===== src/design/i2cseq_pkg.sv =====
// Package for the I2C master transaction sequencer.
// Holds the item codes, the payload structs and the default buffer depth.
// Depends on nothing; the top-level sequencer uses it, while the two interfaces do not.
package i2cseq_pkg;

  localparam int unsigned BUFFER_DEPTH_DEF = 32;

  localparam logic [1:0] KIND_LOAD    = 2'd0;
  localparam logic [1:0] KIND_REQUEST = 2'd1;
  localparam logic [1:0] KIND_EVENT   = 2'd2;

  localparam logic [1:0] TXN_READ    = 2'd0;
  localparam logic [1:0] TXN_WRITE   = 2'd1;
  localparam logic [1:0] TXN_REGREAD = 2'd2;

  localparam logic [3:0] EV_START      = 4'd0;
  localparam logic [3:0] EV_RESTART    = 4'd1;
  localparam logic [3:0] EV_AW_ACK     = 4'd2;
  localparam logic [3:0] EV_AW_NAK     = 4'd3;
  localparam logic [3:0] EV_DW_ACK     = 4'd4;
  localparam logic [3:0] EV_DW_NAK     = 4'd5;
  localparam logic [3:0] EV_AR_ACK     = 4'd6;
  localparam logic [3:0] EV_AR_NAK     = 4'd7;
  localparam logic [3:0] EV_DR_ACK     = 4'd8;
  localparam logic [3:0] EV_DR_NAK     = 4'd9;

  localparam logic [1:0] ACK_LEAVE = 2'd0;
  localparam logic [1:0] ACK_SET   = 2'd1;
  localparam logic [1:0] ACK_CLEAR = 2'd2;

  localparam logic [2:0] RES_OK       = 3'd0;
  localparam logic [2:0] RES_BUSY     = 3'd1;
  localparam logic [2:0] RES_SIZE     = 3'd2;
  localparam logic [2:0] RES_ADDR_NAK = 3'd3;
  localparam logic [2:0] RES_DATA_NAK = 3'd4;
  localparam logic [2:0] RES_UNKNOWN  = 3'd5;

  typedef struct packed {
    logic [1:0] kind;
    logic [1:0] txn_mode;
    logic [6:0] target_address;
    logic [5:0] byte_count;
    logic [7:0] register_index;
    logic [4:0] write_index;
    logic [7:0] write_byte;
    logic [3:0] event_code;
    logic [7:0] received_byte;
  } req_t;

  typedef struct packed {
    logic       issue_start;
    logic       issue_stop;
    logic [1:0] ack_control;
    logic       clear_interrupt;
    logic       send_valid;
    logic [7:0] send_byte;
    logic       read_valid;
    logic [7:0] read_byte;
    logic [4:0] read_index;
    logic       done_res;
    logic [2:0] result_code;
  } cmd_t;

endpackage


===== src/design/i2cseq_req_if.sv =====
// Channel for request items: buffer loads, transaction requests and status events.
// Depends on nothing but the handshake of valid and ready.
interface i2cseq_req_if;
  logic       valid;
  logic       ready;
  logic [1:0] kind;
  logic [1:0] txn_mode;
  logic [6:0] target_address;
  logic [5:0] byte_count;
  logic [7:0] register_index;
  logic [4:0] write_index;
  logic [7:0] write_byte;
  logic [3:0] event_code;
  logic [7:0] received_byte;

  modport source (
    output valid, kind, txn_mode, target_address, byte_count, register_index,
           write_index, write_byte, event_code, received_byte,
    input  ready
  );

  modport sink (
    input  valid, kind, txn_mode, target_address, byte_count, register_index,
           write_index, write_byte, event_code, received_byte,
    output ready
  );
endinterface


===== src/design/i2cseq_cmd_if.sv =====
// Channel for command items sent to the byte-level controller and the caller.
// Depends on nothing but the handshake of valid and ready.
interface i2cseq_cmd_if;
  logic       valid;
  logic       ready;
  logic       issue_start;
  logic       issue_stop;
  logic [1:0] ack_control;
  logic       clear_interrupt;
  logic       send_valid;
  logic [7:0] send_byte;
  logic       read_valid;
  logic [7:0] read_byte;
  logic [4:0] read_index;
  logic       done_res;
  logic [2:0] result_code;

  modport source (
    output valid, issue_start, issue_stop, ack_control, clear_interrupt, send_valid,
           send_byte, read_valid, read_byte, read_index, done_res, result_code,
    input  ready
  );

  modport sink (
    input  valid, issue_start, issue_stop, ack_control, clear_interrupt, send_valid,
           send_byte, read_valid, read_byte, read_index, done_res, result_code,
    output ready
  );
endinterface


===== src/design/i2c_master_transaction_sequencer.sv =====
// Top level of the I2C master transaction sequencer.
// Uses i2cseq_pkg, i2cseq_req_if and i2cseq_cmd_if.
//
//   channel   modport  items
//   request   sink     buffer loads, transaction requests, status events
//   command   source   controller commands, received bytes, result codes
//
// A request item is taken into an input register, handled against the sequencer state and
// the write buffer, and its command lands in a result register, so one item per cycle is
// sustained while the command side takes the result register's items.
// Loads and unused kinds produce no command item and never wait on the command side.
// While the result register is full and not taken, the input register holds one item.
// Reset clears the sequencer state; the write buffer is undefined until written.
module i2c_master_transaction_sequencer #(
  parameter int unsigned BUFFER_DEPTH = i2cseq_pkg::BUFFER_DEPTH_DEF
) (
  input  logic               clk,
  input  logic               rst,
  i2cseq_req_if.sink         request,
  i2cseq_cmd_if.source       command
);

  localparam int unsigned PTR_W = $clog2(BUFFER_DEPTH + 1);
  localparam int unsigned IDX_W = (BUFFER_DEPTH > 1) ? $clog2(BUFFER_DEPTH) : 1;
  localparam int unsigned CW    = 9;

  typedef enum logic [1:0] {
    MODE_IDLE,
    MODE_READ,
    MODE_WRITE,
    MODE_REGREAD
  } mode_t;

  mode_t              active_mode;
  mode_t              mode_next;
  logic [7:0]         address_byte;
  logic [7:0]         addr_next;
  logic [PTR_W-1:0]   buffer_pointer;
  logic [PTR_W-1:0]   ptr_next;
  logic [5:0]         remaining_count;
  logic [5:0]         rem_next;
  logic [7:0]         data_buffer [BUFFER_DEPTH];

  i2cseq_pkg::req_t   req;
  logic               req_valid;
  i2cseq_pkg::cmd_t   res;
  i2cseq_pkg::cmd_t   res_next;
  logic               res_valid;

  logic               produces;
  logic               adv;
  logic               buf_we;
  logic [IDX_W-1:0]   buf_waddr;
  logic [7:0]         buf_wdata;
  logic               rd_ok;
  logic [IDX_W-1:0]   ptr_idx;
  logic [7:0]         rd_data;
  logic [PTR_W-1:0]   ptr_inc;
  logic [5:0]         rem_dec;
  logic               do_finish;
  logic [2:0]         fin_code;

  assign ptr_idx = IDX_W'(buffer_pointer);
  assign rd_ok   = CW'(buffer_pointer) < CW'(BUFFER_DEPTH);
  assign rd_data = rd_ok ? data_buffer[ptr_idx] : 8'd0;
  assign ptr_inc = rd_ok ? PTR_W'(buffer_pointer + 1'b1) : buffer_pointer;
  assign rem_dec = (remaining_count != 6'd0) ? remaining_count - 6'd1 : 6'd0;

  always_comb begin
    mode_next = active_mode;
    addr_next = address_byte;
    ptr_next  = buffer_pointer;
    rem_next  = remaining_count;
    res_next  = '0;
    buf_we    = 1'b0;
    buf_waddr = IDX_W'(req.write_index);
    buf_wdata = req.write_byte;
    produces  = 1'b0;
    do_finish = 1'b0;
    fin_code  = i2cseq_pkg::RES_OK;
    case (req.kind)
      i2cseq_pkg::KIND_LOAD: begin
        if (active_mode == MODE_IDLE && CW'(req.write_index) < CW'(BUFFER_DEPTH)) begin
          buf_we = 1'b1;
        end
      end
      i2cseq_pkg::KIND_REQUEST: begin
        produces = 1'b1;
        if (active_mode != MODE_IDLE) begin
          res_next.done_res    = 1'b1;
          res_next.result_code = i2cseq_pkg::RES_BUSY;
        end else if (req.byte_count == 6'd0 ||
                     CW'(req.byte_count) > CW'(BUFFER_DEPTH)) begin
          res_next.done_res    = 1'b1;
          res_next.result_code = i2cseq_pkg::RES_SIZE;
        end else begin
          addr_next = {req.target_address, 1'b0};
          ptr_next  = '0;
          rem_next  = req.byte_count;
          res_next.issue_start = 1'b1;
          case (req.txn_mode)
            i2cseq_pkg::TXN_READ: begin
              mode_next = MODE_READ;
              addr_next = {req.target_address, 1'b1};
            end
            i2cseq_pkg::TXN_WRITE: begin
              mode_next = MODE_WRITE;
            end
            i2cseq_pkg::TXN_REGREAD: begin
              mode_next = MODE_REGREAD;
              buf_we    = 1'b1;
              buf_waddr = '0;
              buf_wdata = req.register_index;
            end
            default: begin
              addr_next = address_byte;
              ptr_next  = buffer_pointer;
              rem_next  = remaining_count;
              res_next.issue_start = 1'b0;
              res_next.done_res    = 1'b1;
              res_next.result_code = i2cseq_pkg::RES_UNKNOWN;
            end
          endcase
        end
      end
      i2cseq_pkg::KIND_EVENT: begin
        produces = 1'b1;
        res_next.clear_interrupt = 1'b1;
        if (active_mode != MODE_IDLE) begin
          case (req.event_code)
            i2cseq_pkg::EV_START: begin
              res_next.send_valid = 1'b1;
              res_next.send_byte  = address_byte;
            end
            i2cseq_pkg::EV_RESTART: begin
              if (active_mode == MODE_REGREAD) begin
                res_next.send_valid = 1'b1;
                res_next.send_byte  = address_byte | 8'h01;
              end
            end
            i2cseq_pkg::EV_AW_ACK: begin
              res_next.send_valid = 1'b1;
              res_next.send_byte  = rd_data;
              if (active_mode == MODE_WRITE) begin
                ptr_next = ptr_inc;
                rem_next = rem_dec;
              end
            end
            i2cseq_pkg::EV_DW_ACK: begin
              if (active_mode == MODE_REGREAD) begin
                res_next.issue_start = 1'b1;
              end else if (remaining_count != 6'd0) begin
                rem_next = rem_dec;
                res_next.send_valid = 1'b1;
                res_next.send_byte  = rd_data;
                ptr_next = ptr_inc;
              end else begin
                do_finish = 1'b1;
              end
            end
            i2cseq_pkg::EV_AW_NAK, i2cseq_pkg::EV_AR_NAK: begin
              do_finish = 1'b1;
              fin_code  = i2cseq_pkg::RES_ADDR_NAK;
            end
            i2cseq_pkg::EV_DW_NAK: begin
              do_finish = 1'b1;
              fin_code  = i2cseq_pkg::RES_DATA_NAK;
            end
            i2cseq_pkg::EV_AR_ACK: begin
              res_next.ack_control = (remaining_count > 6'd1) ? i2cseq_pkg::ACK_SET
                                                               : i2cseq_pkg::ACK_CLEAR;
            end
            i2cseq_pkg::EV_DR_ACK, i2cseq_pkg::EV_DR_NAK: begin
              res_next.read_valid = 1'b1;
              res_next.read_byte  = req.received_byte;
              res_next.read_index = 5'(buffer_pointer);
              buf_we    = rd_ok;
              buf_waddr = ptr_idx;
              buf_wdata = req.received_byte;
              ptr_next  = ptr_inc;
              rem_next  = rem_dec;
              if (req.event_code == i2cseq_pkg::EV_DR_NAK) begin
                do_finish = 1'b1;
                fin_code  = (rem_dec == 6'd0) ? i2cseq_pkg::RES_OK
                                              : i2cseq_pkg::RES_DATA_NAK;
              end else if (rem_dec == 6'd0) begin
                do_finish = 1'b1;
              end else if (rem_dec == 6'd1) begin
                res_next.ack_control = i2cseq_pkg::ACK_CLEAR;
              end
            end
            default: begin
              do_finish = 1'b1;
              fin_code  = i2cseq_pkg::RES_UNKNOWN;
            end
          endcase
        end
        if (do_finish) begin
          res_next.issue_stop  = 1'b1;
          res_next.ack_control = i2cseq_pkg::ACK_SET;
          res_next.done_res    = 1'b1;
          res_next.result_code = fin_code;
          mode_next = MODE_IDLE;
        end
      end
      default: begin
      end
    endcase
  end

  assign adv           = req_valid && (!produces || !res_valid || command.ready);
  assign request.ready = !req_valid || adv;

  always_ff @(posedge clk) begin
    if (rst) begin
      req_valid       <= 1'b0;
      res_valid       <= 1'b0;
      active_mode     <= MODE_IDLE;
      address_byte    <= 8'd0;
      buffer_pointer  <= '0;
      remaining_count <= 6'd0;
    end else begin
      if (request.ready) begin
        req_valid <= request.valid;
      end
      if (adv && produces) begin
        res_valid <= 1'b1;
      end else if (command.ready) begin
        res_valid <= 1'b0;
      end
      if (adv) begin
        active_mode     <= mode_next;
        address_byte    <= addr_next;
        buffer_pointer  <= ptr_next;
        remaining_count <= rem_next;
      end
    end
  end

  always_ff @(posedge clk) begin
    if (request.ready) begin
      req.kind           <= request.kind;
      req.txn_mode       <= request.txn_mode;
      req.target_address <= request.target_address;
      req.byte_count     <= request.byte_count;
      req.register_index <= request.register_index;
      req.write_index    <= request.write_index;
      req.write_byte     <= request.write_byte;
      req.event_code     <= request.event_code;
      req.received_byte  <= request.received_byte;
    end
    if (adv && produces) begin
      res <= res_next;
    end
  end

  always_ff @(posedge clk) begin
    if (adv && buf_we) begin
      data_buffer[buf_waddr] <= buf_wdata;
    end
  end

  assign command.valid           = res_valid;
  assign command.issue_start     = res.issue_start;
  assign command.issue_stop      = res.issue_stop;
  assign command.ack_control     = res.ack_control;
  assign command.clear_interrupt = res.clear_interrupt;
  assign command.send_valid      = res.send_valid;
  assign command.send_byte       = res.send_byte;
  assign command.read_valid      = res.read_valid;
  assign command.read_byte       = res.read_byte;
  assign command.read_index      = res.read_index;
  assign command.done_res        = res.done_res;
  assign command.result_code     = res.result_code;

  a_done_leaves_idle: assert property (@(posedge clk) disable iff (rst)
    (adv && produces && res_next.done_res && res_next.result_code != i2cseq_pkg::RES_BUSY)
    |=> (active_mode == MODE_IDLE))
    else $error("finished or refused request did not leave the sequencer idle");

  a_start_enters_active: assert property (@(posedge clk) disable iff (rst)
    (adv && req.kind == i2cseq_pkg::KIND_REQUEST && res_next.issue_start)
    |=> (active_mode != MODE_IDLE))
    else $error("accepted request did not start a transaction");

  a_read_only_active: assert property (@(posedge clk) disable iff (rst)
    (adv && res_next.read_valid) |-> (active_mode != MODE_IDLE))
    else $error("received byte delivered while idle");

  a_pointer_bound: assert property (@(posedge clk) disable iff (rst)
    CW'(buffer_pointer) <= CW'(BUFFER_DEPTH))
    else $error("buffer pointer beyond buffer depth");

endmodule

===== src/flat_wrapper.sv =====
// flat-port wrapper written by rule: the top's interface ports become plain ports
module i2c_master_transaction_sequencer_flat 
#(
  parameter int unsigned BUFFER_DEPTH = i2cseq_pkg::BUFFER_DEPTH_DEF
)
  (clk, rst, request_valid, request_kind, request_txn_mode, request_target_address, request_byte_count, request_register_index, request_write_index, request_write_byte, request_event_code, request_received_byte, request_ready, command_valid, command_issue_start, command_issue_stop, command_ack_control, command_clear_interrupt, command_send_valid, command_send_byte, command_read_valid, command_read_byte, command_read_index, command_done_res, command_result_code, command_ready);
  i2cseq_req_if request_i ();
  i2cseq_cmd_if command_i ();
  input  logic clk;
  input  logic rst;
  input wire logic [$bits(request_i.valid)-1:0] request_valid;
  input wire logic [$bits(request_i.kind)-1:0] request_kind;
  input wire logic [$bits(request_i.txn_mode)-1:0] request_txn_mode;
  input wire logic [$bits(request_i.target_address)-1:0] request_target_address;
  input wire logic [$bits(request_i.byte_count)-1:0] request_byte_count;
  input wire logic [$bits(request_i.register_index)-1:0] request_register_index;
  input wire logic [$bits(request_i.write_index)-1:0] request_write_index;
  input wire logic [$bits(request_i.write_byte)-1:0] request_write_byte;
  input wire logic [$bits(request_i.event_code)-1:0] request_event_code;
  input wire logic [$bits(request_i.received_byte)-1:0] request_received_byte;
  output wire logic [$bits(request_i.ready)-1:0] request_ready;
  output wire logic [$bits(command_i.valid)-1:0] command_valid;
  output wire logic [$bits(command_i.issue_start)-1:0] command_issue_start;
  output wire logic [$bits(command_i.issue_stop)-1:0] command_issue_stop;
  output wire logic [$bits(command_i.ack_control)-1:0] command_ack_control;
  output wire logic [$bits(command_i.clear_interrupt)-1:0] command_clear_interrupt;
  output wire logic [$bits(command_i.send_valid)-1:0] command_send_valid;
  output wire logic [$bits(command_i.send_byte)-1:0] command_send_byte;
  output wire logic [$bits(command_i.read_valid)-1:0] command_read_valid;
  output wire logic [$bits(command_i.read_byte)-1:0] command_read_byte;
  output wire logic [$bits(command_i.read_index)-1:0] command_read_index;
  output wire logic [$bits(command_i.done_res)-1:0] command_done_res;
  output wire logic [$bits(command_i.result_code)-1:0] command_result_code;
  input wire logic [$bits(command_i.ready)-1:0] command_ready;
  assign request_i.valid = request_valid;
  assign request_i.kind = request_kind;
  assign request_i.txn_mode = request_txn_mode;
  assign request_i.target_address = request_target_address;
  assign request_i.byte_count = request_byte_count;
  assign request_i.register_index = request_register_index;
  assign request_i.write_index = request_write_index;
  assign request_i.write_byte = request_write_byte;
  assign request_i.event_code = request_event_code;
  assign request_i.received_byte = request_received_byte;
  assign request_ready = request_i.ready;
  assign command_valid = command_i.valid;
  assign command_issue_start = command_i.issue_start;
  assign command_issue_stop = command_i.issue_stop;
  assign command_ack_control = command_i.ack_control;
  assign command_clear_interrupt = command_i.clear_interrupt;
  assign command_send_valid = command_i.send_valid;
  assign command_send_byte = command_i.send_byte;
  assign command_read_valid = command_i.read_valid;
  assign command_read_byte = command_i.read_byte;
  assign command_read_index = command_i.read_index;
  assign command_done_res = command_i.done_res;
  assign command_result_code = command_i.result_code;
  assign command_i.ready = command_ready;
  i2c_master_transaction_sequencer #(.BUFFER_DEPTH(BUFFER_DEPTH)) u_core (.clk(clk), .rst(rst), .request(request_i), .command(command_i));
endmodule

===== config.mk =====
export PLATFORM = sky130hd
export DESIGN_NAME = i2c_master_transaction_sequencer_flat
export DESIGN_NICKNAME = d
export VERILOG_FILES = /design/src/design/i2cseq_pkg.sv /design/src/design/i2cseq_req_if.sv /design/src/design/i2cseq_cmd_if.sv /design/src/design/i2c_master_transaction_sequencer.sv /design/src/flat_wrapper.sv
export SDC_FILE = /design/constraint.sdc
export NUM_CORES = 1
export LEC_CHECK = 0
export BUFFER_PORTS_ARGS = -buffer_cell sky130_fd_sc_hd__buf_2
export CAP_MARGIN = 20
export CELL_PAD_IN_SITES_DETAIL_PLACEMENT = 1
export CELL_PAD_IN_SITES_GLOBAL_PLACEMENT = 1
export CORE_AREA = 2 2 187 189
export CTS_BUF_LIST = sky130_fd_sc_hd__clkbuf_8
export DETAILED_ROUTE_END_ITERATION = 12
export DIE_AREA = 0 0 189 191
export MAX_ROUTING_LAYER = met4
export PLACE_DENSITY = 0.7
export SYNTH_ARGS = -nofsm -noshare
export SYNTH_HDL_FRONTEND = slang
export SYNTH_SLANG_ARGS = --single-unit

===== constraint.sdc =====
create_clock -name clk -period 4.66 [get_ports clk]
set_input_delay 0.233 -clock clk [delete_from_list [all_inputs] [get_ports clk]]
set_output_delay 0.233 -clock clk [all_outputs]
set_load 0.02 [all_outputs]

* After elaboration in Yosys (flattened, before gate mapping)
Memories as Yosys holds them, arrays and structs flattened. A register that Yosys moved wholly into a read port is not among the register bits. Cells that the tools add are included.
Operators by class: add/subtract/negate cells 2, order comparisons 3, equality and inequality tests 26, mux-type cells 90, bitwise operators 3, reductions and logical operators 34
Operator list (number):
- 6-bit 2-to-1 mux | 16
- 8-bit 2-to-1 mux | 6
- 6-bit case mux with 3 select lines | 2
- 9-bit case mux with 4 select lines | 1
- 5-bit 2-to-1 mux | 7
- 8-bit case mux with 2 select lines | 2
- 9-bit 2-to-1 mux | 3
- 24-bit 2-to-1 mux | 1
- 6-bit case mux with 2 select lines | 2
- 1-bit 2-to-1 mux | 23
- 23-bit 2-to-1 mux | 1
- 4-bit by 3-bit equality test with 1-bit output, second input constant | 4
- 2-bit 2-to-1 mux | 8
- 4-bit 2-to-1 mux | 4
- 14-bit 2-to-1 mux | 1
- 6-bit logical NOT | 2
- 3-bit 2-to-1 mux | 4
- 3-bit case mux with 4 select lines | 1
- 5-bit case mux with 2 select lines | 1
- 10-bit AND reduction | 1
- 2-bit equality test, second input constant | 4
- 4-bit by 2-bit equality test with 1-bit output, second input constant | 2
- 4-bit equality test, second input constant | 2
- 4-bit != test, second input constant | 2
- 33 further kinds | 58
Word-level totals: flip-flop bits (word level) 106, bits in writable memories 256, bits of input ports 54, output and inout port bits 34, logic and storage cells 186, memories kept 1
Memory list:
- u_core.data_buffer | depth 32, width 8, rd ports 1, clocked after memory_dff 1, wr ports 1, RTL line i2c_master_transaction_sequencer.sv:42 | logic [7:0] data_buffer [BUFFER_DEPTH];

* Logic depth before layout (Yosys ltp)
depth after elaboration 10, depth in mapped cells 10, gate-level depth less buffers 8

* Worst setup path before layout
OpenSTA, ideal clock, no wires.
path type flip-flop to flip-flop, start register u_core.req[10] (netlist name), end memory u_core.data_buffer[0][5] (data pin), library setup time 454 ps, arrival 3073 ps, required time 4206 ps, setup slack 1133 ps, stages on the path, launching flop included 9, buffers on the path 3, clock period less this slack 3527 ps, cells stage by stage edfxtp_1 > buf_6 > or2_2 > buf_2 > nor3_1 > clkbuf_1 > and2_1 > a21oi_1 > o21ai_0
Between the ends: word-level cells in the longest chain between the ends 5, elaborated cells on any way between the ends 6, classes of those cells 2 x eq/ne; 3 x mux; 1 x reduce/logical
RTL lines:
- start: declaration | RTL line i2c_master_transaction_sequencer.sv:44 | i2cseq_pkg::req_t req;
- 4-bit equality test | RTL line i2c_master_transaction_sequencer.sv:130 | case (req.event_code)
- 2-bit OR reduction (*) | RTL line i2c_master_transaction_sequencer.sv:130
- 8-bit 2-to-1 mux (*) | RTL line i2c_master_transaction_sequencer.sv:130
- 8-bit 2-to-1 mux (*) | RTL line i2c_master_transaction_sequencer.sv:129 | if (active_mode != MODE_IDLE) begin
- 8-bit case mux with 2 select lines (*) | RTL line i2c_master_transaction_sequencer.sv:81 | case (req.kind)
- net u_core.buf_wdata[5] | RTL line i2c_master_transaction_sequencer.sv:54 | logic [7:0] buf_wdata;
- end: declaration | RTL line i2c_master_transaction_sequencer.sv:42
The timed path passes the listed nets; every way through them passes the cells marked *.

* Final worst setup path
start register u_core.req[34] (netlist name), end memory u_core.data_buffer[3][4], enable pin
Between the ends: word-level cells in the longest chain between the ends 8, elaborated cells on any way between the ends 12, classes of those cells 1 x order compare; 8 x mux; 3 x reduce/logical
RTL lines:
- 6-bit greater-than comparator / 6-bit logical NOT (equally long branches) | RTL line i2c_master_transaction_sequencer.sv:93, i2c_master_transaction_sequencer.sv:92
- 1-bit logical OR (*) | RTL line i2c_master_transaction_sequencer.sv:92 | end else if (req.byte_count == 6'd0 ||
- 1-bit 2-to-1 mux | RTL line i2c_master_transaction_sequencer.sv:92
- 1-bit 2-to-1 mux | RTL line i2c_master_transaction_sequencer.sv:89 | if (active_mode != MODE_IDLE) begin
- 1-bit case mux with 3 select lines | RTL line i2c_master_transaction_sequencer.sv:81
- 1-bit logical AND | RTL line i2c_master_transaction_sequencer.sv:258 | if (adv && buf_we) begin
- 1-bit 2-to-1 mux | RTL line i2c_master_transaction_sequencer.sv:258
- 1-bit 2-to-1 mux (implied by the code) | RTL line i2c_master_transaction_sequencer.sv:259 | data_buffer[buf_waddr] <= buf_wdata;
Every way passes the cells marked *; elsewhere a longest branch is shown, timed or not.

==> run summary <==
slowest library cell on the worst path -> nor2_1
first-pass GRT wire length -> 60,200 um
metal3 WL -> 2090 um
Clock Tree Buf Depth -> 3
r2r worst-path depth -> 6
layout cells sized above 1 -> 27.4%
Die H -> 191 um
Pwr per Cell Area -> 371 nW/um^2
final hold slack -> 0.0904 ns
starting density of the core -> 44.2%
overall power -> 0.00663 W
# diodes -> 0
nets -> 1,165
ys async rst share -> 0%
routed length per placed instance -> 24.5 um
GRT Total Usage -> 23.1%
Rel. slew slack -> 27.6%
Worst Hold End -> u_core.address_byte[4]
crit path launch type -> register
total CTS buffers -> 60
flop2flop setup slack -> 0.91 ns
synthesized netlist net count -> 963
r2r endpoint -> u_core.data_buffer[3][4]
hold path start -> rst
path type of the worst setup path -> register to register
die width -> 189 um
status -> finished, final reports clean
EDFF count, synth -> 338
hold crit path type -> primary input to register
area occupied by multi-input gates -> 4080 sq um
period utilization -> 80.5%
WL met1 -> 17,000 um
Yosys top cell area share -> 67.2%
CTS tree -> built
Avg Vias per Cell -> 5.64
Setup WS post-layout -> 0.907 ns
register area share after synthesis -> 71.1%
Final ANT Viol Nets -> 0
CP Data Arrival Time -> 4.00 ns
number of remaining DRC errors -> 0
max cap viols -> 0
largest net degree at the start of global routing -> 33
via count -> 9,038
Tmin final -> 3.75 ns
FP Rows -> 68
clk sinks -> 367
met2 wire len -> 19,100 um
Hold Crit Depth -> 2
total global routing overflow -> 0
fill count -> 3,258
RSZ-0062 raised after global routing -> false
Setup Buffers After CTS -> 0
Final Max Slew Viols -> 0
GP Congestion -> 0.871
achievable frequency -> 0.266 GHz
max incr delay on CP -> 0.71 ns
H-Tree Depth -> 2
clk slew on worst S/H paths -> 0.06 ns
core area -> 34,100 sq um
Leak -> 5.96 nW
post_cts resized -> 0
Gate Count Post-Synth -> 897
root buf cell -> clkbuf_8
RR Startpoint -> u_core.req[34]
top cells by area, synth -> edfxtp_1, mux4_2, dfxtp_1
initial antenna violation count -> 0
setup tns final -> 0 ns
crit-path max FO -> 10
Hold Fails Final Rpt -> 0
number of synthesis warnings -> 0
DRT iter0 DRCs -> 708
Worst EP required -> 4.91 ns
Top Metal Used -> met4
FF+latch count, synth -> 367
main flop type after synthesis -> edfxtp_1
pre-CTS setup slack -> 0.911 ns
Skew-Pair Late Insertion Delay -> 0.63 ns
area leader, netlist -> edfxtp_1
Area growth, synth to finish -> 18.4%
post-synthesis cell area -> 15,100 sq um
# IOs -> 88
peak supply drop -> 0.244 mV
syn_area_per_cell -> 16.8 sq um
Netlist cell types -> 74
final WL -> 39,200 um
CP Capture Type -> register
final setup fails -> 0
worst path cell trace -> or4_4 -> or3_1 -> a41o_2 -> a311oi_1 -> nand4_1 -> nor2_1
FF/Latch Area -> 10,700 sq um
worst slew pin tran -> 1.08 ns
Pre-Repair DR Iteration Count -> 5
vias in the first global route -> 9,744
I/O Buffers -> 87
area of the die -> 36,100 sq um
DP HPWL -> 25,500 um
Fin Clk Skew -> 0.0288 ns
-- where the power goes --
group          internal, W  switching [W]  total (W)  leakage [nW]
logic             0.000125       0.000242   0.000368          1.96
registers          0.00367      0.0000309    0.00370          3.38
clock network      0.00128        0.00128    0.00256         0.625
-- kinds of logic after synthesis --
logic type / after synthesis / share of synthesized area (%)
DFF: 367 / 71.1
and+or+nand+nor: 194 / 6.68
AOI/OAI and AO/OA: 158 / 7.05
muxes: 99 / 12.0
buffers and inverters: 66 / 2.17
adders and majority gates: 12 / 0.995
xor gates and xnor gates: 1 / 0.0580
-- placed cells by master, fill, tap and decap left out, types with 12 or more instances in the layout --
| cell | instances |
|---|---|
| dfxtp_1 | 26 |
| buf_4 | 48 |
| buf_2 | 87 |
| clkbuf_8 | 62 |
| a21oi_1 | 38 |
| edfxtp_1 | 338 |
| nand2_1 | 51 |
| and2_1 | 18 |
| o21ai_0 | 30 |
| ha_1 | 12 |
| nor2b_1 | 12 |
| mux2i_1 | 24 |
| a211oi_1 | 31 |
| nor2_1 | 45 |
| dlygate4sd3_1 | 52 |
| clkinv_1 | 18 |
| inv_1 | 36 |
| mux4_2 | 64 |
| nor3_1 | 14 |
-- repair_timing --
action                                  4_1_cts  5_1_grt
endpoints found under the hold margin        52        0
endpoints found under the setup margin        0        0
hold buffers                                 52        0
-- final cells by class --
type                    instances  area share [%]
inverters                      17           0.357
multi-input cells             464            22.8
clock inverters                48            1.26
repair buffers                189            7.54
well taps                     455            3.18
clock buffers                  62            4.77
flip-flops and latches        367            60.1
-- Yosys cell counts, types with 3 or more instances --
master / count
buf_4: 3
nand2b_1: 3
nor3_1: 16
nor2b_1: 12
mux2_2: 11
mux2i_1: 24
inv_1: 17
clkbuf_1: 25
nand4_1: 9
o221ai_1: 5
buf_6: 4
a21oi_1: 38
or3_1: 7
buf_1: 3
edfxtp_1: 338
or4_1: 4
nand3_1: 11
o21ai_0: 38
mux4_2: 64
buf_2: 10
o211ai_1: 4
nor2_1: 45
a211oi_1: 31
nand2_1: 51
a22o_1: 4
ha_1: 12
o21ai_1: 4
and2_1: 18
dfxtp_1: 29
-- registers in the layout (all words and copies together) (netlist names), named ones only --
register	cells
u_core.command.send_byte	8
u_core.command.clear_interrupt	1
u_core.buffer_pointer	6
u_core.command.ack_control	2
u_core.req_valid	1
u_core.command.issue_stop	1
u_core.data_buffer	256
u_core.command.valid	1
u_core.command.read_byte	8
u_core.active_mode	2
u_core.command.issue_start	1
u_core.command.send_valid	1
u_core.command.read_index	5
u_core.req	50
u_core.command.result_code	3
u_core.command.done_res	1
u_core.command.read_valid	1
u_core.address_byte	8
u_core.remaining_count	6
-- metrics by stage --
step	cell area (sq um)	std cells	utilization [%]
floorplan	15100	897	-
global placement	16300	1438	47.7
detailed placement	16300	1438	47.7
CTS	17900	1600	52.3
global route	17900	1602	52.4
finish	17900	1602	52.4
-- how the worst max path moves through the flow --
stage	from	to	slack (ns)	cells past startpoint
after floorplan	u_core.req[10]	u_core.data_buffer[0][5]	1.13	8
after global placement	u_core.req[37]	u_core.data_buffer[11][6]	1.03	6
after detailed placement	u_core.req[48]	u_core.data_buffer[22][1]	0.91	8
after CTS	u_core.req[34]	u_core.data_buffer[3][4]	0.92	6
after global routing	u_core.req[48]	u_core.data_buffer[1][7]	0.68	8
final	u_core.req[34]	u_core.data_buffer[3][4]	0.91	6
-- per-layer routing --
metal  vias to the layer above  track usage, %
li1                       4011               -
met1                      4674            29.7
met2                       273            36.7
met3                        80            5.18
met4                         0            7.51
met5                         -               -
-- critical path, delay by kind of cell (launching register included) --
kind | cells | cell delay, ns
and+or+nand+nor | 4 | 2.19
AOI/OAI and AO/OA | 2 | 0.79
DFF | 1 | 0.41
(Power assumes the default switching activity.)
